### src/rtl/vit_pkg.sv
`timescale 1ns / 1ps
`default_nettype none
package vit_pkg;
    localparam int unsigned MAX_AGENTS_DEF  = 8;
    localparam int unsigned TABLE_DEPTH_DEF = 1024;
    localparam int unsigned VALUE_BITS_DEF  = 16;
    localparam int unsigned SLOT_BITS       = 10;
    localparam int unsigned ELEM_BITS       = 17;
    localparam int unsigned CNT_BITS        = 4;
    localparam int unsigned OWN_BITS        = 3;
    localparam int unsigned IDX_BITS        = 1;

    localparam logic [IDX_BITS-1:0] REG_AGENT_COUNT = 1'b0;
    localparam logic [IDX_BITS-1:0] REG_OWN_AGENT   = 1'b1;

    localparam logic [1:0] ST_OK   = 2'd0;
    localparam logic [1:0] ST_FULL = 2'd1;
    localparam logic [1:0] ST_MISS = 2'd2;

    localparam logic MODE_INSERT = 1'b0;
    localparam logic MODE_READ   = 1'b1;

    typedef enum logic [2:0] {
        S_IDLE,
        S_SCAN,
        S_WAIT,
        S_DECIDE,
        S_WRITE,
        S_READ,
        S_EMIT
    } t_state;

    // compare cell control, shared by every cell of the row
    typedef struct packed {
        logic load;
        logic shift;
    } t_cell_ctl;
endpackage
`default_nettype wire

### src/rtl/vit_cell.sv
`timescale 1ns / 1ps
`default_nettype none
// One word of the compare chain: holds one gathered word, takes a word from
// the memory stream, and passes its own stored word to the next cell.
module vit_cell
    import vit_pkg::*;
#(
    parameter int unsigned VALUE_BITS = VALUE_BITS_DEF
) (
    input  wire                   i_clk,
    input  wire t_cell_ctl        i_ctl,
    input  wire [VALUE_BITS-1:0]  i_load_word,
    input  wire [VALUE_BITS-1:0]  i_prev_word,
    input  wire [VALUE_BITS-1:0]  i_mem_word,
    input  wire                   i_used,
    output logic [VALUE_BITS-1:0] o_word,
    output logic                  o_eq
);
    logic [VALUE_BITS-1:0] r_word;

    // gather load or shift along the row
    always_ff @(posedge i_clk) begin
        if (i_ctl.load) begin
            r_word <= i_load_word;
        end else if (i_ctl.shift) begin
            r_word <= i_prev_word;
        end
    end

    assign o_word = r_word;
    assign o_eq   = !i_used || (r_word == i_mem_word);
endmodule
`default_nettype wire

### config.mk
export PLATFORM = sky130hd
export DESIGN_NAME = vit_cell
export DESIGN_NICKNAME = d
export VERILOG_FILES = /design/src/rtl/vit_pkg.sv /design/src/rtl/vit_cell.sv
export SDC_FILE = /design/constraint.sdc
export NUM_CORES = 1
export LEC_CHECK = 0
export BUFFER_PORTS_ARGS = -buffer_cell sky130_fd_sc_hd__buf_2
export CAP_MARGIN = 10
export CORE_MARGIN = 3
export CORE_UTILIZATION = 41
export CTS_BUF_LIST = sky130_fd_sc_hd__clkbuf_16
export DETAILED_ROUTE_END_ITERATION = 6
export GPL_ROUTABILITY_DRIVEN = 0
export PLACE_DENSITY = 0.82
export SETUP_SLACK_MARGIN = 0.1
export SYNTH_ARGS = -nofsm -noshare
export SYNTH_HDL_FRONTEND = slang
export SYNTH_SLANG_ARGS = --single-unit
### constraint.sdc
create_clock -name i_clk -period 3.8 [get_ports i_clk]
set_clock_uncertainty 0.1 [all_clocks]
set_input_delay 0.57 -clock i_clk [delete_from_list [all_inputs] [get_ports i_clk]]
set_output_delay 0.57 -clock i_clk [all_outputs]
set_load 0.005 [all_outputs]
# After elaboration in Yosys (flattened, before gate mapping)
# Index checks and enable logic that the tools add are counted.
dict set report totals {
  out_inout_bits 17
  input_bits 52
  word_cells 7
  ff_bits 16
}
dict set report classes {
  reduce_logical 3
  n_mux 2
  eq_ne 1
}
# operator n
set op_table {}
lappend op_table {{two-way mux 16 bit} 2}
lappend op_table {{== test 16 bit} 1}
lappend op_table {{nonzero test 2 bit} 1}
lappend op_table {{zero test 1 bit} 1}
lappend op_table {{logical OR 1 bit} 1}

# Depth between registers and ports, before layout
# Gate-level depths: netlist of run 1.
dict set report logic_depth {
  word_depth 2
  ltp_mapped 3
  ltp_nobuf 3
}

# Worst setup path before layout of run 1
# Ideal clock, no wire load.
dict set report synth_path {
  path_kind {input-to-output}
  startpoint {input i_mem_word[10]}
  endpoint {output o_eq}
  path_slack_ns 1.959
  n_path_buf 0
  t_required_ns 3.130
  arrival_time_ns 1.171
  cell_stages 3
  path_cell_list {xnor2_1 > nand4_1 > o41ai_2}
}
dict set report synth_between {
  elab_chain_len 2
}
# element line_no
set synth_rtl {}
lappend synth_rtl {{start, declared} vit_cell.sv:14} ;# input wire [VALUE_BITS-1:0] i_mem_word,
lappend synth_rtl {{== test 16 bit} vit_cell.sv:31} ;# assign o_eq = !i_used || (r_word == i_mem_word);
lappend synth_rtl {{logical OR 1 bit} vit_cell.sv:31}
lappend synth_rtl {{end, declared} vit_cell.sv:17} ;# output logic o_eq
# Every way passes these cells.

# Worst setup path in the final report of run 1
# Ends and elaborated chain as after synthesis.

==> flow_summary.toml, run 1 <==
[logic_synthesis]
synth.largest_area_cell = "edfxtp_1"
post-synth-top-area-fraction_pct = 55.41
synth-compound-area-share_pct = 1.876
yosys_register_bits = 16
syn-instance-count = 56
synthDistinctLibCells = 8
combinational_family_with_the_most_area_after_synthesis = "multiplexers"
synth_xor_area_share_pct = 16.16
mappedNetlistNets = 108
synthSimpleGateAreaFrac_pct = 3.608
ys_seq_area_share_pct = 55.41
syn_avg_cell_area_um2 = 15.48
synth.top_cells.by_area = "edfxtp_1, mux2_2, xnor2_1, nand4_1, o41ai_2"
netlist_area_um2 = 867.1
synth-adder-area-share_pct = 0
multiplexer_fraction_of_the_synthesized_cell_area_pct = 20.78
synthesis.yosys.warnings = 0

[grt]
grt_remaining_overflow = 0
vias_in_the_first_global_route = 723
maximum_number_of_pins_on_one_net_before_global_route_repair = 18
grt_antenna_before_repair = 0
grt_first_pass_wirelength_um = 2760
grt_util_all_layers_pct = 13.97

[hold_path]
hp-class = "input pin to flop"
hold_end = "o_word[2]$_DFFE_PP_"
worstHoldPathCells = 2
timing.hold.worst.start = "i_prev_word[2]"

[power]
power_density_over_cell_area_nw_per_um2 = 403.2
report.power.total_uw = 523.2
power.leakage_uw = 0.0005721
vdd_drop_max_v = 0.0002641

[clock_tree]
cts_post_setup_buffers_inserted = 0
ctsHtreeMaxLevel = 1
cts_hold_repair.buffers = 0
clockBufferDepth = 2
clk_pin_slew_ns = 0.05
cts_resized = 0
clock_sink_count = 16
clock_tree.root_cell = "clkbuf_16"
cts-buffers-inserted = 3
cts_tree = "yes"

[timing]
timing.final.setup_violations = 0
slew_headroom_pct = 75.92
final_hold_viols = 0
rsz0062_at_grt = "no"
fmax_mhz = 465.7
drv_slew = 0
finalWorstPathRequiredPeriod_ns = 2.147
timing.final.crit_share_pct = 56.51
worst-slew-pin-transition_ns = 0.3613
final_layout_setup_total_negative_slack_ns = 0

[final_layout]
flow.area_growth_from_synthesis_pct = 49.64
fin_nets = 179
insertedDiodeCount = 0
largest_register_ffs = 16
drive_above_1_share_pct = 71.20
nFillCells = 147
multi_input_combinational_cell_area_um2 = 367.9
seq_area_um2 = 480.5

[placed_design]
place.detailed.hpwl_um = 1656
place.port_buffers = 68

[worst_setup_path]
worst_setup_sp = "i_mem_word[10]"
worstSetupPathType = "input pin to primary output"
worst_ep_required_time_ns = 3.13
end_kind = "primary output"
setup.worst_path.start_class = "input pin"
cp.arrival_ns = 1.48
cp_max_fo = 1

[routing]
drc_marker_count_from_the_first_detailed_route_iteration = 3
route.vias.total = 709
drc_errors = 0
drt-pass1-iter-count = 3
via_per_inst = 4.664
routedWlPerCell_um = 12.77
ant_nets = 0
detail_route.wirelength_um = 1941

[die]
dieHeight_um = 51.99
floorplan.initialDensity_pct = 43.75
num_io_pins = 69
design.core.area_um2 = 1982
chipWidth_um = 51.99
placementRows = 16
design.die.area_um2 = 2702

[flow_run]
cap_violations = 0

[status]
outcome = "completed"
==> metal layers <==
metal	track usage (%)	share of wire (%)	up-vias
li1	-	-	347
met4	6.987	1.4	0
met3	3.725	9.7	4
met2	26.99	55	39
met1	13.14	33	319
met5	0	0	-
==> layout make-up <==
cell class | count | share of cell area, %
Sequential cell | 16 | 37.03
Multi-Input combinational cell | 38 | 28.35
Timing Repair Buffer | 68 | 26.23
Clock buffer | 3 | 5.786
Tap cell | 27 | 2.604
==> where the power goes <==
group          switching (uW)  internal (uW)  total (uW)
registers                12.9            219         231
logic                    36.8           61.1        97.9
clock network            56.5            137         194
total                     106            417         523
==> worst max-delay path by stage <==
| stage | cells past startpoint | end | slack, ns |
|---|---|---|---|
| after floorplan | 3 | o_eq | 1.96 |
| final | 5 | o_eq | 1.65 |
| after detailed placement | 5 | o_eq | 1.64 |
| after CTS | 5 | o_eq | 1.63 |
| after global routing | 5 | o_eq | 1.60 |
| after global placement | 5 | o_eq | 1.69 |
==> through the flow <==
step | worst slack, ns | hold WS [ns] | utilization, % | cells | cell area (um2)
finish | 1.653 | 0.5327 | 65.47 | 152 | 1297
global route | 1.601 | 0.5335 | 65.47 | 152 | 1297
CTS | 1.632 | 0.5336 | 65.47 | 152 | 1297
detailed placement | 1.636 | 0.7747 | 61.68 | 149 | 1222
global placement | 1.689 | 0.7709 | 61.68 | 149 | 1222
floorplan | 1.959 | 0.6898 | - | 56 | 867.1
==> Yosys cell counts, drive strengths merged <==
cell    number
xnor2       16
nand4        4
mux2        16
edfxtp      16
o41ai        1
or2          1
buf          2
==> worst max-delay path, stage by stage <==
cell,delay [ns]
buf_2,0.10
xnor2_1,0.16
nand4_1,0.15
o41ai_2,0.34
buf_2,0.16
==> cells by family (layout without fill, tap and decap cells) <==
| family | after synthesis | in the layout |
|---|---|---|
| AOI/OAI and AO/OA | 1 | 1 |
| xor gates and xnor gates | 16 | 16 |
| buffers and inverters | 2 | 71 |
| DFF | 16 | 16 |
| muxes | 16 | 16 |
| and+or+nand+nor | 5 | 5 |
==> layout by cell type (no fill, tap or decap) <==
cell type	netlist	layout
buf_2	0	68
clkbuf_16	0	3
edfxtp_1	16	16
mux2_2	16	16
nand4_1	4	4
o41ai_2	1	1
or2_2	1	1
xnor2_1	16	16
(Power assumes the default switching activity.)
==> inputs of run 2 (changes only) <==
--- a/config.mk
+++ b/config.mk
@@ -5,14 +5,15 @@
 export SDC_FILE = /design/constraint.sdc
 export NUM_CORES = 1
 export LEC_CHECK = 0
+export ABC_AREA = 1
 export BUFFER_PORTS_ARGS = -buffer_cell sky130_fd_sc_hd__buf_2
 export CAP_MARGIN = 10
 export CORE_MARGIN = 3
-export CORE_UTILIZATION = 41
+export CORE_UTILIZATION = 37
 export CTS_BUF_LIST = sky130_fd_sc_hd__clkbuf_16
 export DETAILED_ROUTE_END_ITERATION = 6
 export GPL_ROUTABILITY_DRIVEN = 0
-export PLACE_DENSITY = 0.82
+export PLACE_DENSITY = 0.74
 export SETUP_SLACK_MARGIN = 0.1
 export SYNTH_ARGS = -nofsm -noshare
 export SYNTH_HDL_FRONTEND = slang
==> constraint.sdc (replaced) <==
create_clock -name i_clk -period 1.8 [get_ports i_clk]
set_clock_uncertainty 0.1 [all_clocks]
set_input_delay 0.27 -clock i_clk [delete_from_list [all_inputs] [get_ports i_clk]]
set_output_delay 0.27 -clock i_clk [all_outputs]
set_load 0.005 [all_outputs]
==> flow_summary.toml, run 2 <==
[flow_run]
cap_violations = 0

[timing]
worst-slew-pin-transition_ns = 0.3324
postLayoutSetupSlackWorst_ns = 0.1342
finalWorstPathRequiredPeriod_ns = 1.666
final_hold_viols = 0
fmax_mhz = 600.3
drv_slew = 0
slew_headroom_pct = 77.84
timing.final.crit_share_pct = 92.54
timing.final.setup_violations = 0
final_layout_setup_total_negative_slack_ns = 0
rsz0062_at_grt = "yes"

[worst_setup_path]
end_kind = "primary output"
worstSetupPathType = "flop to primary output"
crit_end = "o_eq"
setup.worst_path.start_class = "flop"
worst_setup_sp = "o_word[0]$_DFFE_PP_"
cpMostUsedCell = "nand2_1"
worst_path_largest_cell_delay_ns = 0.42
timing.critical_path.cells = "nand2_1, nand2_1, nor2_1, nand2_1, nor2_1, nand2_1, nand2_1, buf_2"
critical_path_buf_inv_count = 1
cp_top_family = "simple AND/OR/NAND/NOR gates"
critical_path.slowest_cell = "edfxtp_1"
crit_cells = 8
worst_ep_required_time_ns = 1.43
cp_max_fo = 3
cp.arrival_ns = 1.30

[grt]
grt_antenna_before_repair = 0
grt_util_all_layers_pct = 14.31
vias_in_the_first_global_route = 961
grt_first_pass_wirelength_um = 3760
maximum_number_of_pins_on_one_net_before_global_route_repair = 17
grt_remaining_overflow = 0

[logic_synthesis]
synth.largest_area_cell = "edfxtp_1"
synth.top_cells.by_area = "edfxtp_1, nand2_1, inv_1, nor2_1, buf_6"
number_of_enable_type_register_cells_in_the_synthesized_netlist = 16
syn_avg_cell_area_um2 = 6.509
synthTopCellsByCount = "nand2_1, inv_1, nor2_1"
yosys_register_bits = 16
synth_most_common_cell = "nand2_1"
synthesis.yosys.warnings = 0
netlist_area_um2 = 1028
async_flop_share_pct = 0
synthDistinctLibCells = 9
syn-instance-count = 158
mappedNetlistNets = 210
ys_seq_area_share_pct = 46.72
post-synth-top-area-fraction_pct = 46.72
predominant_post_synthesis_flop_cell = "edfxtp_1"

[final_layout]
flow.area_growth_from_synthesis_pct = 43.31
insertedDiodeCount = 0
top_library_cells_by_usage_in_the_layout_fill_and_taps_aside = "nand2_1, buf_2, inv_1, nor2_1, edfxtp_1"
drive_above_1_share_pct = 33.33
fin_nets = 281
final_common_cell = "nand2_1"
largest_register_ffs = 16

[clock_tree]
clock_tree.root_cell = "clkbuf_16"
ctsHtreeMaxLevel = 1
clockBufferDepth = 2
clock_sink_count = 16
cts_hold_repair.buffers = 0
cts_post_setup_buffers_inserted = 0
clk_pin_slew_ns = 0.05
cts-buffers-inserted = 3
cts_tree = "yes"
cts_resized = 0

[die]
placementRows = 18
design.die.area_um2 = 3448
dieHeight_um = 58.72
design.core.area_um2 = 2567
num_io_pins = 69
chipWidth_um = 58.72
floorplan.initialDensity_pct = 40.06

[routing]
routedWlPerCell_um = 9.194
route.vias.total = 1073
drc_errors = 0
drt-pass1-iter-count = 4
via_per_inst = 4.159
ant_nets = 0
detail_route.wirelength_um = 2372
drc_marker_count_from_the_first_detailed_route_iteration = 46

[power]
vdd_drop_max_v = 0.0005037
report.power.total_uw = 1144
power.leakage_uw = 0.0009164
power_density_over_cell_area_nw_per_um2 = 776.0

[placed_design]
place.detailed.hpwl_um = 1950
place.port_buffers = 68
place_worst_setup_slack_ns = 0.4083

[status]
outcome = "completed"

[hold_path]
hp-class = "input pin to flop"
-- run 2: cell count changes in the layout (fill, tap and decap cells not counted) --
cell,change
nor2_2,+2
o41ai_2,-1
xnor2_1,-16
inv_2,+1
mux2_2,-16
nand2_1,+88
buf_4,+1
inv_1,+25
nand4_1,-4
clkinv_1,+1
nor2_1,+22
-- run 2: layer usage --
metal	routed length, um	global-route usage (%)	vias up
li1	-	-	601
met2	1087	23.19	41
met1	1038	17.39	426
met4	56	8.738	0
met5	0	0	-
met3	190	2.851	5
-- run 2: where the power goes --
part           leakage [uW]  internal [uW]  switching, uW  total [uW]
Combinational      0.000713            112            113         226
Sequential         0.000165            462           30.4         492
Clock             0.0000385            294            132         426
Total              0.000916            868            276        1140
-- run 2: cell type report --
type	count	area (um2)
Sequential cell	16	480.5
Fill cell	266	1094
Tap cell	30	37.54
Inverter	26	97.59
Clock buffer	3	75.07
Timing Repair Buffer	69	347.8
Multi-Input combinational cell	113	431.7
Clock inverter	1	3.754
-- run 2: through the flow --
| stage | cells | cell area, um2 | utilization, % | hold WS, ns |
|---|---|---|---|---|
| final | 258 | 1474 | 57.41 | 0.1874 |
| after global routing | 258 | 1474 | 57.41 | 0.1998 |
| after CTS | 258 | 1469 | 57.21 | 0.1854 |
| after detailed placement | 254 | 1390 | 54.14 | 0.4377 |
| after global placement | 254 | 1390 | 54.14 | 0.4359 |
| after floorplan | 158 | 1028 | - | 0.3486 |
-- run 2: cell families (layout without fill, tap and decap cells) --
family	count (synthesis)	count (layout)	synth area share, %
simple gates	113	113	41.49
buf+inv	29	99	11.80
flops	16	16	46.72
-- run 2: worst min path at each step --
stage	start	to	slack, ns	cells past startpoint
floorplan	i_prev_word[0]	o_word[0]$_DFFE_PP_	0.35	2
global placement	i_prev_word[7]	o_word[7]$_DFFE_PP_	0.44	3
detailed placement	i_prev_word[7]	o_word[7]$_DFFE_PP_	0.44	3
CTS	i_prev_word[15]	o_word[15]$_DFFE_PP_	0.19	3
global route	i_load_word[15]	o_word[15]$_DFFE_PP_	0.20	3
finish	i_prev_word[4]	o_word[4]$_DFFE_PP_	0.19	3
-- run 2: tightest hold or removal path: stages --
cell     delay (ns)
buf_2          0.07
nand2_1        0.04
nand2_1        0.04
